--- config.mk ---
export PLATFORM = sky130hd
export DESIGN_NAME = kruskal_mst_union_find_core
export DESIGN_NICKNAME = d
export VERILOG_FILES = /design/src/sv/kmst_pkg.sv /design/src/sv/kmst_edge_sel.sv /design/src/sv/kmst_union_find.sv /design/src/sv/kruskal_mst_union_find_core.sv
export SDC_FILE = /design/constraint.sdc
export NUM_CORES = 2
export LEC_CHECK = 0
export BUFFER_PORTS_ARGS = -buffer_cell sky130_fd_sc_hd__buf_2
export CORE_MARGIN = 2
export CORE_UTILIZATION = 50
export DETAILED_ROUTE_END_ITERATION = 6
export PLACE_DENSITY = 0.65
export SLEW_MARGIN = 25
export SYNTH_ARGS = -nofsm -noshare
export SYNTH_HDL_FRONTEND = slang
export SYNTH_SLANG_ARGS = --single-unit
--- constraint.sdc ---
create_clock -name clock -period 5.8 [get_ports clock]
set_input_delay 0.87 -clock clock [delete_from_list [all_inputs] [get_ports clock]]
set_output_delay 0.87 -clock clock [all_outputs]
set_load 0.005 [all_outputs]
--- src/sv/kmst_pkg.sv ---
// shared constants and control structs for the kruskal spanning tree core
// no dependencies; used by every module of the block
package kmst_pkg;

   localparam int VERT_W           = 6;
   localparam int WEIGHT_W         = 16;
   localparam int TOTAL_W          = 22;
   localparam int EDGE_W           = WEIGHT_W + 2 * VERT_W;
   localparam int REQ_DATA_W       = 32;
   localparam int RSP_DATA_W       = 56;
   localparam int RSP_PAD_W        = RSP_DATA_W - TOTAL_W - EDGE_W;
   localparam int DEF_MAX_EDGES    = 64;
   localparam int DEF_NUM_VERTICES = 64;

   typedef struct packed {
      logic start;
      logic first;
   } sel_cmd_type;

   typedef struct packed {
      logic                done;
      logic                found;
      logic [WEIGHT_W-1:0] weight;
      logic [VERT_W-1:0]   vert_a;
      logic [VERT_W-1:0]   vert_b;
   } sel_res_type;

   typedef struct packed {
      logic              clear;
      logic              join_req;
      logic [VERT_W-1:0] vert_a;
      logic [VERT_W-1:0] vert_b;
   } uf_cmd_type;

   typedef struct packed {
      logic done;
      logic merged;
   } uf_res_type;

endpackage

--- src/sv/kmst_edge_sel.sv ---
// edge store and ordered selector: each pass scans the stored edges and
// returns the smallest {weight, index} key above the previous pick; uses kmst_pkg
module kmst_edge_sel #(
   parameter int MAX_EDGES = kmst_pkg::DEF_MAX_EDGES
) (
   input  logic                              clock,
   input  logic                              reset,
   input  logic                              wr_en,
   input  logic [$clog2(MAX_EDGES)-1:0]      wr_addr,
   input  logic [kmst_pkg::EDGE_W-1:0]       wr_data,
   input  logic [$clog2(MAX_EDGES+1)-1:0]    count,
   input  kmst_pkg::sel_cmd_type             cmd,
   output kmst_pkg::sel_res_type             res
);
   import kmst_pkg::*;

   localparam int IW = $clog2(MAX_EDGES);
   localparam int CW = $clog2(MAX_EDGES + 1);
   localparam int KW = WEIGHT_W + IW;

   typedef enum logic {S_IDLE, S_SCAN} state_type;

   logic [EDGE_W-1:0] mem [MAX_EDGES];
   logic [EDGE_W-1:0] rdata_ff;

   state_type         st_ff, st_in;
   logic [CW-1:0]     rd_addr_ff, rd_addr_in;
   logic              pend_ff, pend_in;
   logic [IW-1:0]     pend_idx_ff, pend_idx_in;
   logic              have_best_ff, have_best_in;
   logic [KW-1:0]     best_key_ff, best_key_in;
   logic [VERT_W-1:0] best_a_ff, best_a_in;
   logic [VERT_W-1:0] best_b_ff, best_b_in;
   logic              have_last_ff, have_last_in;
   logic [KW-1:0]     last_key_ff, last_key_in;
   logic              done_ff, done_in;
   logic              rd_en;
   logic              better;
   logic [KW-1:0]     cand_key;

   always_ff @(posedge clock) begin
      if (wr_en) begin
         mem[wr_addr] <= wr_data;
      end
      rdata_ff <= mem[rd_addr_ff[IW-1:0]];
   end

   always_comb begin
      cand_key = {rdata_ff[EDGE_W-1:2*VERT_W], pend_idx_ff};
      better   = pend_ff && (!have_last_ff || cand_key > last_key_ff)
                 && (!have_best_ff || cand_key < best_key_ff);
      rd_en    = rd_addr_ff < count;

      st_in        = st_ff;
      rd_addr_in   = rd_addr_ff;
      pend_in      = pend_ff;
      pend_idx_in  = pend_idx_ff;
      have_best_in = have_best_ff;
      best_key_in  = best_key_ff;
      best_a_in    = best_a_ff;
      best_b_in    = best_b_ff;
      have_last_in = have_last_ff;
      last_key_in  = last_key_ff;
      done_in      = 1'b0;

      case (st_ff)
         S_IDLE: begin
            if (cmd.start) begin
               rd_addr_in   = '0;
               pend_in      = 1'b0;
               have_best_in = 1'b0;
               if (cmd.first) begin
                  have_last_in = 1'b0;
               end
               st_in = S_SCAN;
            end
         end
         S_SCAN: begin
            // the read address runs ahead of the compare by the registered read data
            if (rd_en) begin
               pend_in     = 1'b1;
               pend_idx_in = rd_addr_ff[IW-1:0];
               rd_addr_in  = rd_addr_ff + CW'(1);
            end else begin
               pend_in = 1'b0;
            end
            if (better) begin
               have_best_in = 1'b1;
               best_key_in  = cand_key;
               best_a_in    = rdata_ff[2*VERT_W-1:VERT_W];
               best_b_in    = rdata_ff[VERT_W-1:0];
            end
            if (!rd_en && !pend_ff) begin
               done_in = 1'b1;
               st_in   = S_IDLE;
               if (have_best_ff) begin
                  have_last_in = 1'b1;
                  last_key_in  = best_key_ff;
               end
            end
         end
         default: begin
            st_in = S_IDLE;
         end
      endcase
   end

   always_ff @(posedge clock) begin
      if (reset) begin
         st_ff        <= S_IDLE;
         pend_ff      <= 1'b0;
         have_best_ff <= 1'b0;
         have_last_ff <= 1'b0;
         done_ff      <= 1'b0;
         rd_addr_ff   <= '0;
      end else begin
         st_ff        <= st_in;
         pend_ff      <= pend_in;
         have_best_ff <= have_best_in;
         have_last_ff <= have_last_in;
         done_ff      <= done_in;
         rd_addr_ff   <= rd_addr_in;
      end
      pend_idx_ff <= pend_idx_in;
      best_key_ff <= best_key_in;
      best_a_ff   <= best_a_in;
      best_b_ff   <= best_b_in;
      last_key_ff <= last_key_in;
   end

   assign res.done   = done_ff;
   assign res.found  = have_best_ff;
   assign res.weight = best_key_ff[KW-1:IW];
   assign res.vert_a = best_a_ff;
   assign res.vert_b = best_b_ff;

endmodule

--- src/sv/kmst_union_find.sv ---
// union-find parent table with identity reload, root walk and merge
// uses kmst_pkg for the command and status structs
module kmst_union_find #(
   parameter int NUM_VERTICES = kmst_pkg::DEF_NUM_VERTICES
) (
   input  logic                 clock,
   input  logic                 reset,
   input  kmst_pkg::uf_cmd_type cmd,
   output kmst_pkg::uf_res_type res
);
   import kmst_pkg::*;

   localparam int PW = $clog2(NUM_VERTICES);

   typedef enum logic [2:0] {
      U_IDLE, U_CLR, U_FA_RD, U_FA_CHK, U_FB_RD, U_FB_CHK, U_MERGE
   } state_type;

   logic [PW-1:0] mem [NUM_VERTICES];

   state_type     st_ff, st_in;
   logic [PW-1:0] cur_ff, cur_in;
   logic [PW-1:0] ra_ff, ra_in;
   logic [PW-1:0] b_ff, b_in;
   logic [PW-1:0] pdata_ff;
   logic          done_ff, done_in;
   logic          merged_ff, merged_in;
   logic          wr_en;
   logic [PW-1:0] wr_addr;
   logic [PW-1:0] wr_data;

   always_ff @(posedge clock) begin
      if (wr_en) begin
         mem[wr_addr] <= wr_data;
      end
      pdata_ff <= mem[cur_ff];
   end

   always_comb begin
      st_in     = st_ff;
      cur_in    = cur_ff;
      ra_in     = ra_ff;
      b_in      = b_ff;
      done_in   = 1'b0;
      merged_in = merged_ff;
      wr_en     = 1'b0;
      wr_addr   = cur_ff;
      wr_data   = cur_ff;

      case (st_ff)
         U_IDLE: begin
            if (cmd.clear) begin
               cur_in = '0;
               st_in  = U_CLR;
            end else if (cmd.join_req) begin
               cur_in = PW'(cmd.vert_a);
               b_in   = PW'(cmd.vert_b);
               st_in  = U_FA_RD;
            end
         end
         U_CLR: begin
            wr_en = 1'b1;
            if (cur_ff == PW'(NUM_VERTICES - 1)) begin
               done_in = 1'b1;
               st_in   = U_IDLE;
            end else begin
               cur_in = cur_ff + PW'(1);
            end
         end
         U_FA_RD: begin
            st_in = U_FA_CHK;
         end
         U_FA_CHK: begin
            if (pdata_ff == cur_ff) begin
               ra_in  = cur_ff;
               cur_in = b_ff;
               st_in  = U_FB_RD;
            end else begin
               cur_in = pdata_ff;
               st_in  = U_FA_RD;
            end
         end
         U_FB_RD: begin
            st_in = U_FB_CHK;
         end
         U_FB_CHK: begin
            if (pdata_ff == cur_ff) begin
               st_in = U_MERGE;
            end else begin
               cur_in = pdata_ff;
               st_in  = U_FB_RD;
            end
         end
         U_MERGE: begin
            // cur holds the root of the second endpoint
            merged_in = ra_ff != cur_ff;
            wr_en     = ra_ff != cur_ff;
            wr_addr   = ra_ff;
            wr_data   = cur_ff;
            done_in   = 1'b1;
            st_in     = U_IDLE;
         end
         default: begin
            st_in = U_IDLE;
         end
      endcase
   end

   always_ff @(posedge clock) begin
      if (reset) begin
         st_ff     <= U_IDLE;
         done_ff   <= 1'b0;
         merged_ff <= 1'b0;
      end else begin
         st_ff     <= st_in;
         done_ff   <= done_in;
         merged_ff <= merged_in;
      end
      cur_ff <= cur_in;
      ra_ff  <= ra_in;
      b_ff   <= b_in;
   end

   assign res.done   = done_ff;
   assign res.merged = merged_ff;

endmodule

--- src/sv/kruskal_mst_union_find_core.sv ---
// channel   dir  handshake            payload
// req_      in   req_tvalid/tready    tdata: edge, tlast: last edge of the graph
// rsp_      out  rsp_tvalid/tready    tdata: tree edge and total, tuser: is_total,
//                                     tlast: final item of the run
// edges load one per cycle. after the last edge the core is busy: the parent table is
// reloaded with the identity, then each scan step walks the edge store once and each
// union walks both endpoints to their roots, reading and checking one parent per hop,
// then merges. each memory has a single read port.
// reset is synchronous; a stalled rsp holds the core until the transaction is taken.
// top level: kmst_edge_sel, kmst_union_find and kmst_pkg
module kruskal_mst_union_find_core #(
   parameter int MAX_EDGES    = kmst_pkg::DEF_MAX_EDGES,
   parameter int NUM_VERTICES = kmst_pkg::DEF_NUM_VERTICES
) (
   input  logic                            clock,
   input  logic                            reset,
   input  logic                            req_tvalid,
   output logic                            req_tready,
   // first_vertex[5:0], second_vertex[11:6], weight[27:12], zero fill
   input  logic [kmst_pkg::REQ_DATA_W-1:0] req_tdata,
   input  logic                            req_tlast,
   output logic                            rsp_tvalid,
   input  logic                            rsp_tready,
   // tree_first_vertex[5:0], tree_second_vertex[11:6], tree_weight[27:12],
   // total_weight[49:28], zero fill
   output logic [kmst_pkg::RSP_DATA_W-1:0] rsp_tdata,
   // is_total
   output logic                            rsp_tuser,
   output logic                            rsp_tlast
);
   import kmst_pkg::*;

   localparam int IW = $clog2(MAX_EDGES);
   localparam int CW = $clog2(MAX_EDGES + 1);

   typedef enum logic [2:0] {T_LOAD, T_CLEAR, T_SELECT, T_UNION, T_EMIT} state_type;

   state_type             st_ff, st_in;
   logic [CW-1:0]         count_ff, count_in;
   logic [TOTAL_W-1:0]    total_ff, total_in;
   logic [WEIGHT_W-1:0]   w_ff, w_in;
   logic [VERT_W-1:0]     a_ff, a_in;
   logic [VERT_W-1:0]     b_ff, b_in;
   sel_cmd_type           sel_cmd_ff, sel_cmd_in;
   uf_cmd_type            uf_cmd_ff, uf_cmd_in;
   sel_res_type           sel_res;
   uf_res_type            uf_res;
   logic                  rsp_valid_ff, rsp_valid_in;
   logic [RSP_DATA_W-1:0] rsp_data_ff, rsp_data_in;
   logic                  rsp_user_ff, rsp_user_in;
   logic                  rsp_last_ff, rsp_last_in;
   logic                  req_acc;
   logic                  store_en;
   logic                  out_of_range;

   assign req_tready = st_ff == T_LOAD;
   assign req_acc    = req_tvalid && req_tready;
   assign store_en   = req_acc && (count_ff < CW'(MAX_EDGES));

   kmst_edge_sel #(.MAX_EDGES(MAX_EDGES)) u_sel (
      .clock   (clock),
      .reset   (reset),
      .wr_en   (store_en),
      .wr_addr (count_ff[IW-1:0]),
      .wr_data ({req_tdata[EDGE_W-1:2*VERT_W], req_tdata[VERT_W-1:0],
                 req_tdata[2*VERT_W-1:VERT_W]}),
      .count   (count_ff),
      .cmd     (sel_cmd_ff),
      .res     (sel_res)
   );

   kmst_union_find #(.NUM_VERTICES(NUM_VERTICES)) u_uf (
      .clock (clock),
      .reset (reset),
      .cmd   (uf_cmd_ff),
      .res   (uf_res)
   );

   assign out_of_range = (32'(sel_res.vert_a) >= 32'(NUM_VERTICES))
                         || (32'(sel_res.vert_b) >= 32'(NUM_VERTICES));

   always_comb begin
      st_in        = st_ff;
      count_in     = count_ff;
      total_in     = total_ff;
      w_in         = w_ff;
      a_in         = a_ff;
      b_in         = b_ff;
      sel_cmd_in   = '0;
      uf_cmd_in    = '0;
      rsp_valid_in = rsp_valid_ff;
      rsp_data_in  = rsp_data_ff;
      rsp_user_in  = rsp_user_ff;
      rsp_last_in  = rsp_last_ff;

      case (st_ff)
         T_LOAD: begin
            if (req_acc) begin
               if (store_en) begin
                  count_in = count_ff + CW'(1);
               end
               if (req_tlast) begin
                  uf_cmd_in.clear = 1'b1;
                  total_in        = '0;
                  st_in           = T_CLEAR;
               end
            end
         end
         T_CLEAR: begin
            if (uf_res.done) begin
               sel_cmd_in.start = 1'b1;
               sel_cmd_in.first = 1'b1;
               st_in            = T_SELECT;
            end
         end
         T_SELECT: begin
            if (sel_res.done) begin
               if (!sel_res.found) begin
                  rsp_valid_in = 1'b1;
                  rsp_data_in  = {{RSP_PAD_W{1'b0}}, total_ff, {EDGE_W{1'b0}}};
                  rsp_user_in  = 1'b1;
                  rsp_last_in  = 1'b1;
                  st_in        = T_EMIT;
               end else if (out_of_range) begin
                  sel_cmd_in.start = 1'b1;
               end else begin
                  uf_cmd_in.join_req = 1'b1;
                  uf_cmd_in.vert_a   = sel_res.vert_a;
                  uf_cmd_in.vert_b   = sel_res.vert_b;
                  w_in               = sel_res.weight;
                  a_in               = sel_res.vert_a;
                  b_in               = sel_res.vert_b;
                  st_in              = T_UNION;
               end
            end
         end
         T_UNION: begin
            if (uf_res.done) begin
               if (uf_res.merged) begin
                  total_in     = total_ff + TOTAL_W'(w_ff);
                  rsp_valid_in = 1'b1;
                  rsp_data_in  = {{RSP_PAD_W{1'b0}}, {TOTAL_W{1'b0}}, w_ff, b_ff, a_ff};
                  rsp_user_in  = 1'b0;
                  rsp_last_in  = 1'b0;
                  st_in        = T_EMIT;
               end else begin
                  sel_cmd_in.start = 1'b1;
                  st_in            = T_SELECT;
               end
            end
         end
         T_EMIT: begin
            if (rsp_tready) begin
               rsp_valid_in = 1'b0;
               if (rsp_user_ff) begin
                  count_in = '0;
                  total_in = '0;
                  st_in    = T_LOAD;
               end else begin
                  sel_cmd_in.start = 1'b1;
                  st_in            = T_SELECT;
               end
            end
         end
         default: begin
            st_in = T_LOAD;
         end
      endcase
   end

   always_ff @(posedge clock) begin
      if (reset) begin
         st_ff        <= T_LOAD;
         count_ff     <= '0;
         total_ff     <= '0;
         sel_cmd_ff   <= '0;
         uf_cmd_ff    <= '0;
         rsp_valid_ff <= 1'b0;
      end else begin
         st_ff        <= st_in;
         count_ff     <= count_in;
         total_ff     <= total_in;
         sel_cmd_ff   <= sel_cmd_in;
         uf_cmd_ff    <= uf_cmd_in;
         rsp_valid_ff <= rsp_valid_in;
      end
      w_ff        <= w_in;
      a_ff        <= a_in;
      b_ff        <= b_in;
      rsp_data_ff <= rsp_data_in;
      rsp_user_ff <= rsp_user_in;
      rsp_last_ff <= rsp_last_in;
   end

   assign rsp_tvalid = rsp_valid_ff;
   assign rsp_tdata  = rsp_data_ff;
   assign rsp_tuser  = rsp_user_ff;
   assign rsp_tlast  = rsp_last_ff;

   // loading and result output never overlap
   a_no_overlap: assert property (@(posedge clock) disable iff (reset)
      !(req_tready && rsp_tvalid))
      else $error("req ready while a result is pending");

   a_count_bound: assert property (@(posedge clock) disable iff (reset)
      count_ff <= CW'(MAX_EDGES))
      else $error("edge count beyond store depth");

   // after the total transaction the core returns to loading
   a_total_reload: assert property (@(posedge clock) disable iff (reset)
      rsp_tvalid && rsp_tready && rsp_tuser |=> req_tready && count_ff == '0)
      else $error("core not back to load after total");

   a_edge_not_last: assert property (@(posedge clock) disable iff (reset)
      rsp_tvalid && !rsp_tuser |-> !rsp_tlast && rsp_tdata[RSP_DATA_W-1:EDGE_W] == '0)
      else $error("tree edge item carries total fields");

endmodule
# [Word level (Yosys, flattened, before mapping)]
# Memory sizes are Yosys's and may differ from the RTL's. A register that Yosys moved wholly into a read port is not among the register bits.
# Index checks and enable logic that the tools add are counted.
[word_totals] wordCells=203 ram_bits=2176 ff_bits=231 memories=2
[mem_list] memory="u_sel.mem" depth=64 width=28 read_ports=1 rd_clocked_by_memory_dff=1 write_ports=1 line_no="kmst_edge_sel.sv:23" text="logic [EDGE_W-1:0] mem [MAX_EDGES];"
[mem_list] memory="u_uf.mem" depth=64 width=6 read_ports=1 rd_clocked_by_memory_dff=1 write_ports=1 line_no="kmst_union_find.sv:19" text="logic [PW-1:0] mem [NUM_VERTICES];"
[op_classes] muxes=81 n_bitwise=8 eq_ne=33 n_reduce_logical=39 magnitude_cmp=4 n_addsub=4
[ops] operator="56-bit two-way mux" count=4
[ops] operator="22-bit two-way mux" count=6
[ops] operator="56-bit one-hot mux with 2 select lines" count=1
[ops] operator="22-bit one-hot mux with 3 select lines" count=1
[ops] operator="7-bit two-way mux" count=6
[ops] operator="3-bit two-way mux" count=12
[ops] operator="6-bit two-way mux" count=6
[ops] operator="7-bit one-hot mux with 2 select lines" count=2
[ops] operator="1-bit two-way mux" count=27
[ops] operator="6-bit one-hot mux with 4 select lines" count=1
[ops] operator="22-bit by 16-bit adder with 22-bit output" count=1
[ops] operator="22-bit > comparator" count=1
[ops] operator="22-bit less-than comparator" count=1
[ops] operator="2-bit != test, second input constant" count=11
[ops] operator="3-bit one-hot mux with 6 select lines" count=1
[ops] operator="2-bit by 1-bit != test with 1-bit output, second input constant" count=8
[ops] operator="3-bit one-hot mux with 5 select lines" count=1
[ops] operator="7-bit by 1-bit adder with 7-bit output, second input constant" count=2
[ops] operator="1-bit one-hot mux with 2 select lines" count=7
[ops] operator="13-bit two-way mux" count=1
[ops] operator="3-bit by 2-bit equality test with 1-bit output, second input constant" count=4
[ops] operator="3-bit equality test, second input constant" count=4
[ops] operator="2-bit AND reduction" count=6
[ops] operator="6-bit AND reduction" count=2
[ops] operator="25 further kinds" count=53

# [Logic depth before layout (Yosys ltp)]
[logic_depth] depth_word=6 mapped_depth=11 mapped_depth_nobuf=10

# [By module]
# Synthesis repeated with hierarchy kept, for this count alone.
[hier_totals] hier_cells=4543 hier_area_um2=94390.5
[by_module_without_submodules] module="kmst_edge_sel" n_inst=1 cells_per_inst=3224 area_each_um2=72315.6
[by_module_without_submodules] module="kmst_union_find" n_inst=1 cells_per_inst=866 area_each_um2=16662.2
[by_module_without_submodules] module="kruskal_mst_union_find_core" n_inst=1 cells_per_inst=453 area_each_um2=5412.7

# [Least setup slack after synthesis]
# No wires, ideal clock.
[synth_timing] kind="register -> register" start="reg st_ff[2]" end="reg rsp_data_ff[0] (netlist: rsp_tdata[0]), enable pin" synth_period_minus_slack_ns=5.067 required_ns=5.262 path_slack_ns=0.733 t_arrival_ns=4.529 path_stages_with_launch=4 setup_time_ns=0.538 cell_sequence="dfxtp_1 buf_2 clkbuf_1 nor3b_1"
[synth_via] elab_chain_cells=3 elab_cells_between_ends=8 cone_classes="eq/ne: 6; reduce/logical: 2"
[synth_rtl] item="start, declared" line_no="kruskal_mst_union_find_core.sv:38" text="state_type st_ff, st_in;"
[synth_rtl] item="start signal, assigned" line_no="kruskal_mst_union_find_core.sv:180" text="st_ff <= st_in;"
[synth_rtl] item="3-bit by 2-bit equality test with 1-bit output" line_no="kruskal_mst_union_find_core.sv:96" text="case (st_ff)"
[synth_rtl] item="2-bit != test (no source line) (tied with other cells)"
[synth_rtl] item="5-bit AND reduction (no source line) (*)"
[synth_rtl] item="end signal, assigned" line_no="kruskal_mst_union_find_core.sv:190" text="rsp_data_ff <= rsp_data_in;"
[synth_rtl] item="end, declared" line_no="kruskal_mst_union_find_core.sv:49" text="logic [RSP_DATA_W-1:0] rsp_data_ff, rsp_data_in;"
# Mark *: on every way between the ends. The rest lies on a longest branch, timed or not.
# A chain may end at the register's enable or synchronous reset.

# [Final worst setup path]
[layout_timing] start="reg st_ff[2]" end="mem u_sel.mem[28][21] (netlist bit), enable pin"
[layout_via] elab_chain_cells=5
[layout_rtl] item="3-bit logical NOT" line_no="kruskal_mst_union_find_core.sv:56" text="assign req_tready = st_ff == T_LOAD;"
[layout_rtl] item="1-bit logical AND" line_no="kruskal_mst_union_find_core.sv:57" text="assign req_acc = req_tvalid && req_tready;"
[layout_rtl] item="1-bit logical AND" line_no="kruskal_mst_union_find_core.sv:58" text="assign store_en = req_acc && (count_ff < CW'(MAX_EDGES));"
[layout_rtl] item="1-bit two-way mux" line_no="kmst_edge_sel.sv:42" text="if (wr_en) begin"
[layout_rtl] item="1-bit two-way mux (not written as such)" line_no="kmst_edge_sel.sv:43" text="mem[wr_addr] <= wr_data;"
[layout_rtl] item="end, declared" line_no="kmst_edge_sel.sv:23"
# Every way passes these cells.

==> flow_metrics.env <==
export IMPL_vias_per_cell=6.11
export IMPL_portBuffers=86
export IMPL_grt_pass1_wl_um=316000
export IMPL_rsz0062_at_grt="no"
export IMPL_peakVddDrop_v=0.000310
export IMPL_synth_xor_area_frac=0.00243
export IMPL_top_usage_layer="met2"
export IMPL_dp_cells=7036
export IMPL_synthCells=4560
export IMPL_dr_pass1_iters=5
export IMPL_num_rows=158
export IMPL_synth_simple_area_share=0.0325
export IMPL_p_per_area_nw_per_um2=343
export IMPL_cts_setup_buffers=0
export IMPL_vias=45800
export IMPL_arrival_ns=4.53
export IMPL_ctsRootBufferMaster="clkbuf_16"
export IMPL_netlist_area_um2=93700
export IMPL_synth_fa_ha_area_frac=0.00929
export IMPL_critPathMaxStageDelay_ns=1.05
export IMPL_tns_ns=0
export IMPL_drcViolationCount=0
export IMPL_worstSetupPathType="reg -> reg"
export IMPL_drt_iter0_drc=5263
export IMPL_top_level_ports=97
export IMPL_layout_nets=4907
export IMPL_fmax_mhz=246
export IMPL_synth_top_family_by_area="multiplexers"
export IMPL_cp_top_family="simple AND/OR/NAND/NOR gates"
export IMPL_grt_max_degree=147
export IMPL_cts_sinks=2435
export IMPL_yosys_warnings=0
export IMPL_grtUsageMet2=0.356
export IMPL_synth_compound_area_frac=0.0384
export IMPL_period_share=0.700
export IMPL_worst_hold_path_type="in -> reg"
export IMPL_grt_pass1_vias=45800
export IMPL_cap_violations=0
export IMPL_grtUsageMet1=0.327
export IMPL_insertion_delay_ns=0.86
export IMPL_area_growth_syn_to_layout_pct=13.9
export IMPL_path_clk_slew_ns=0.06
export IMPL_skew_ns=0.0668
export IMPL_worstPathCellList="nor3_2 > and3_1 > and2_1 > nand3_1 > nor2_4"
export IMPL_die_area_um2=191000
export IMPL_cts_hold_buf=0
export IMPL_finalHoldViolCount=0
export IMPL_ys_ff_latch=2435
export IMPL_startpoint_type="register"
export IMPL_crit_path_top_delay_cell="nor2_4"
export IMPL_startpoint="st_ff[2]"
export IMPL_postCtsResizedCells=0
export IMPL_p_total_mw=36.6
export IMPL_worstPathRequired_ns=6.27
export IMPL_async_flop_share=0
export IMPL_layout_drive_gt1_share=0.245
export IMPL_wl_per_cell_um=28.8
export IMPL_cts_made_buffers=230
export IMPL_yosysSeqAreaShare=0.770
export IMPL_wirelength_um=216000
export IMPL_grt_use_total=0.227
export IMPL_path_buf_inv=0
export IMPL_start_util=0.504
export IMPL_end_kind="register"
export IMPL_postRouteAntennaNets=0
export IMPL_finalNonFillerCells=7484
export IMPL_max_clock_path_buffers=3
export IMPL_ys_types=74
export IMPL_status="finished clean"
export IMPL_die_x_um=437
export IMPL_synth_edf_count=2335
export IMPL_synth_ff_type="edfxtp_1"
export IMPL_relSlewSlack=0.278
export IMPL_finalSetupViolCount=0
export IMPL_cts_tree="built"
export IMPL_synth_avg_cell_area_um2=20.6
export IMPL_finalMaxSlewViolations=0
export IMPL_cts_htree_levels=4
export IMPL_path_max_fanout=28
export IMPL_min_delay_start="rsp_tready"
export IMPL_tightestPinTransition_ns=1.08
export IMPL_hpwl_um=131000
export IMPL_grtUsageMet3=0.0386
export IMPL_grt_overflow_total=0
export IMPL_gp_congestion=0.834
export IMPL_synthMuxAreaShare=0.133
export IMPL_reg2reg_from="st_ff[2]"
export IMPL_p_leak_nw=33.3
export IMPL_antenna_found_initial=7
export IMPL_core_area_um2=186000
export IMPL_die_h_um=437
export IMPL_fin_crit_ns=4.06
cell families (layout without fill, tap and decap cells):
family	count (synthesis)	in the layout
flip-flops	2435	2435
other	1	8
adder cells (fa/ha/maj)	69	69
buffers and inverters	308	745
AND/OR/NAND/NOR	654	654
multiplexers	569	569
AO/OA/AOI/OAI	498	498
XOR/XNOR	26	26
layout by cell type, fill, tap and decap left out, types with 57 or more instances in the layout:
| cell | instances |
|---|---|
| edfxtp_1 | 2335 |
| mux4_2 | 544 |
| clkbuf_16 | 232 |
| nor2_1 | 183 |
| a22oi_1 | 163 |
| nand2_1 | 144 |
| dfxtp_1 | 98 |
| buf_4 | 89 |
| buf_2 | 83 |
| a21oi_1 | 77 |
| ha_1 | 68 |
| inv_1 | 65 |
| nor2_4 | 65 |
| nand3_1 | 62 |
| o21ai_0 | 57 |
layout make-up:
cell class / instances / area [um^2]
timing repair buffer: 245 / 2850
fill: 13400 / 79100
multi-input combinational: 1822 / 20900
clock inverter: 141 / 1480
sequential: 2435 / 72100
antenna: 2 / 5.00
clock buffer: 292 / 6080
inverter: 67 / 251
tap: 2480 / 3100
worst paths after layout:
check	end	slack [ns]	cells past startpoint
worst max-delay path	u_sel.mem[28][21]	1.74	5
worst min-delay path	rsp_tvalid	0.33	2
worst max register to register	u_sel.mem[28][21]	1.74	5
worst min register to register	u_sel.best_a_ff[3]	0.40	0
registers in the layout, indices dropped and copies added (netlist names), 7 cells and up:
signal	flops
u_sel.mem	1792
u_uf.mem	384
rsp_tdata	50
u_sel.rdata_ff	28
total_ff	22
u_sel.best_key_ff	22
u_sel.last_key_ff	22
w_ff	16
uf_cmd_ff	14
count_ff	7
u_sel.rd_addr_ff	7
power breakdown:
group	switching [mW]	total, mW	internal [mW]
logic	1.37	1.94	0.565
registers	0.130	19.7	19.5
clock network	6.42	15.0	8.61
total	7.92	36.6	28.7
per-layer routing:
metal  vias to the layer above  part of all wire
li1                      19400                 -
met1                     24100              0.41
met2                      1845              0.48
met3                       325             0.076
met4                         4             0.032
met5                         -          0.000093
metrics by stage:
stage          worst slack (ns)  instance area [um^2]  utilization  hold slack (ns)
6_report                   1.74                107000        0.574            0.326
5_1_grt                    1.62                107000        0.574            0.303
4_1_cts                    1.66                106000        0.573            0.262
3_5_place_dp               1.71                 98800        0.532            0.389
3_3_place_gp               1.83                 97700        0.526            0.392
2_1_floorplan             0.733                 93700            -            0.386
synthesized netlist by cell type, types with 15 or more instances:
cell type / instances / area share
and2_1: 44 / 0.0029
inv_1: 65 / 0.0026
clkbuf_1: 127 / 0.0051
o221ai_1: 22 / 0.0021
and3_1: 32 / 0.0021
nor2b_1: 18 / 0.0012
a21oi_1: 78 / 0.0042
edfxtp_1: 2335 / 0.75
a22oi_1: 163 / 0.013
xnor2_1: 15 / 0.0014
nand2_1: 145 / 0.0058
nor2_1: 249 / 0.010
nand3_1: 66 / 0.0035
mux2i_1: 21 / 0.0022
a221oi_1: 46 / 0.0043
buf_2: 65 / 0.0035
mux4_2: 544 / 0.13
ha_1: 68 / 0.0091
o21ai_0: 57 / 0.0030
nor3_1: 23 / 0.0012
buf_1: 30 / 0.0012
a22o_1: 44 / 0.0041
dfxtp_1: 100 / 0.021
No activity file was read; power rests on OpenSTA's default activity.
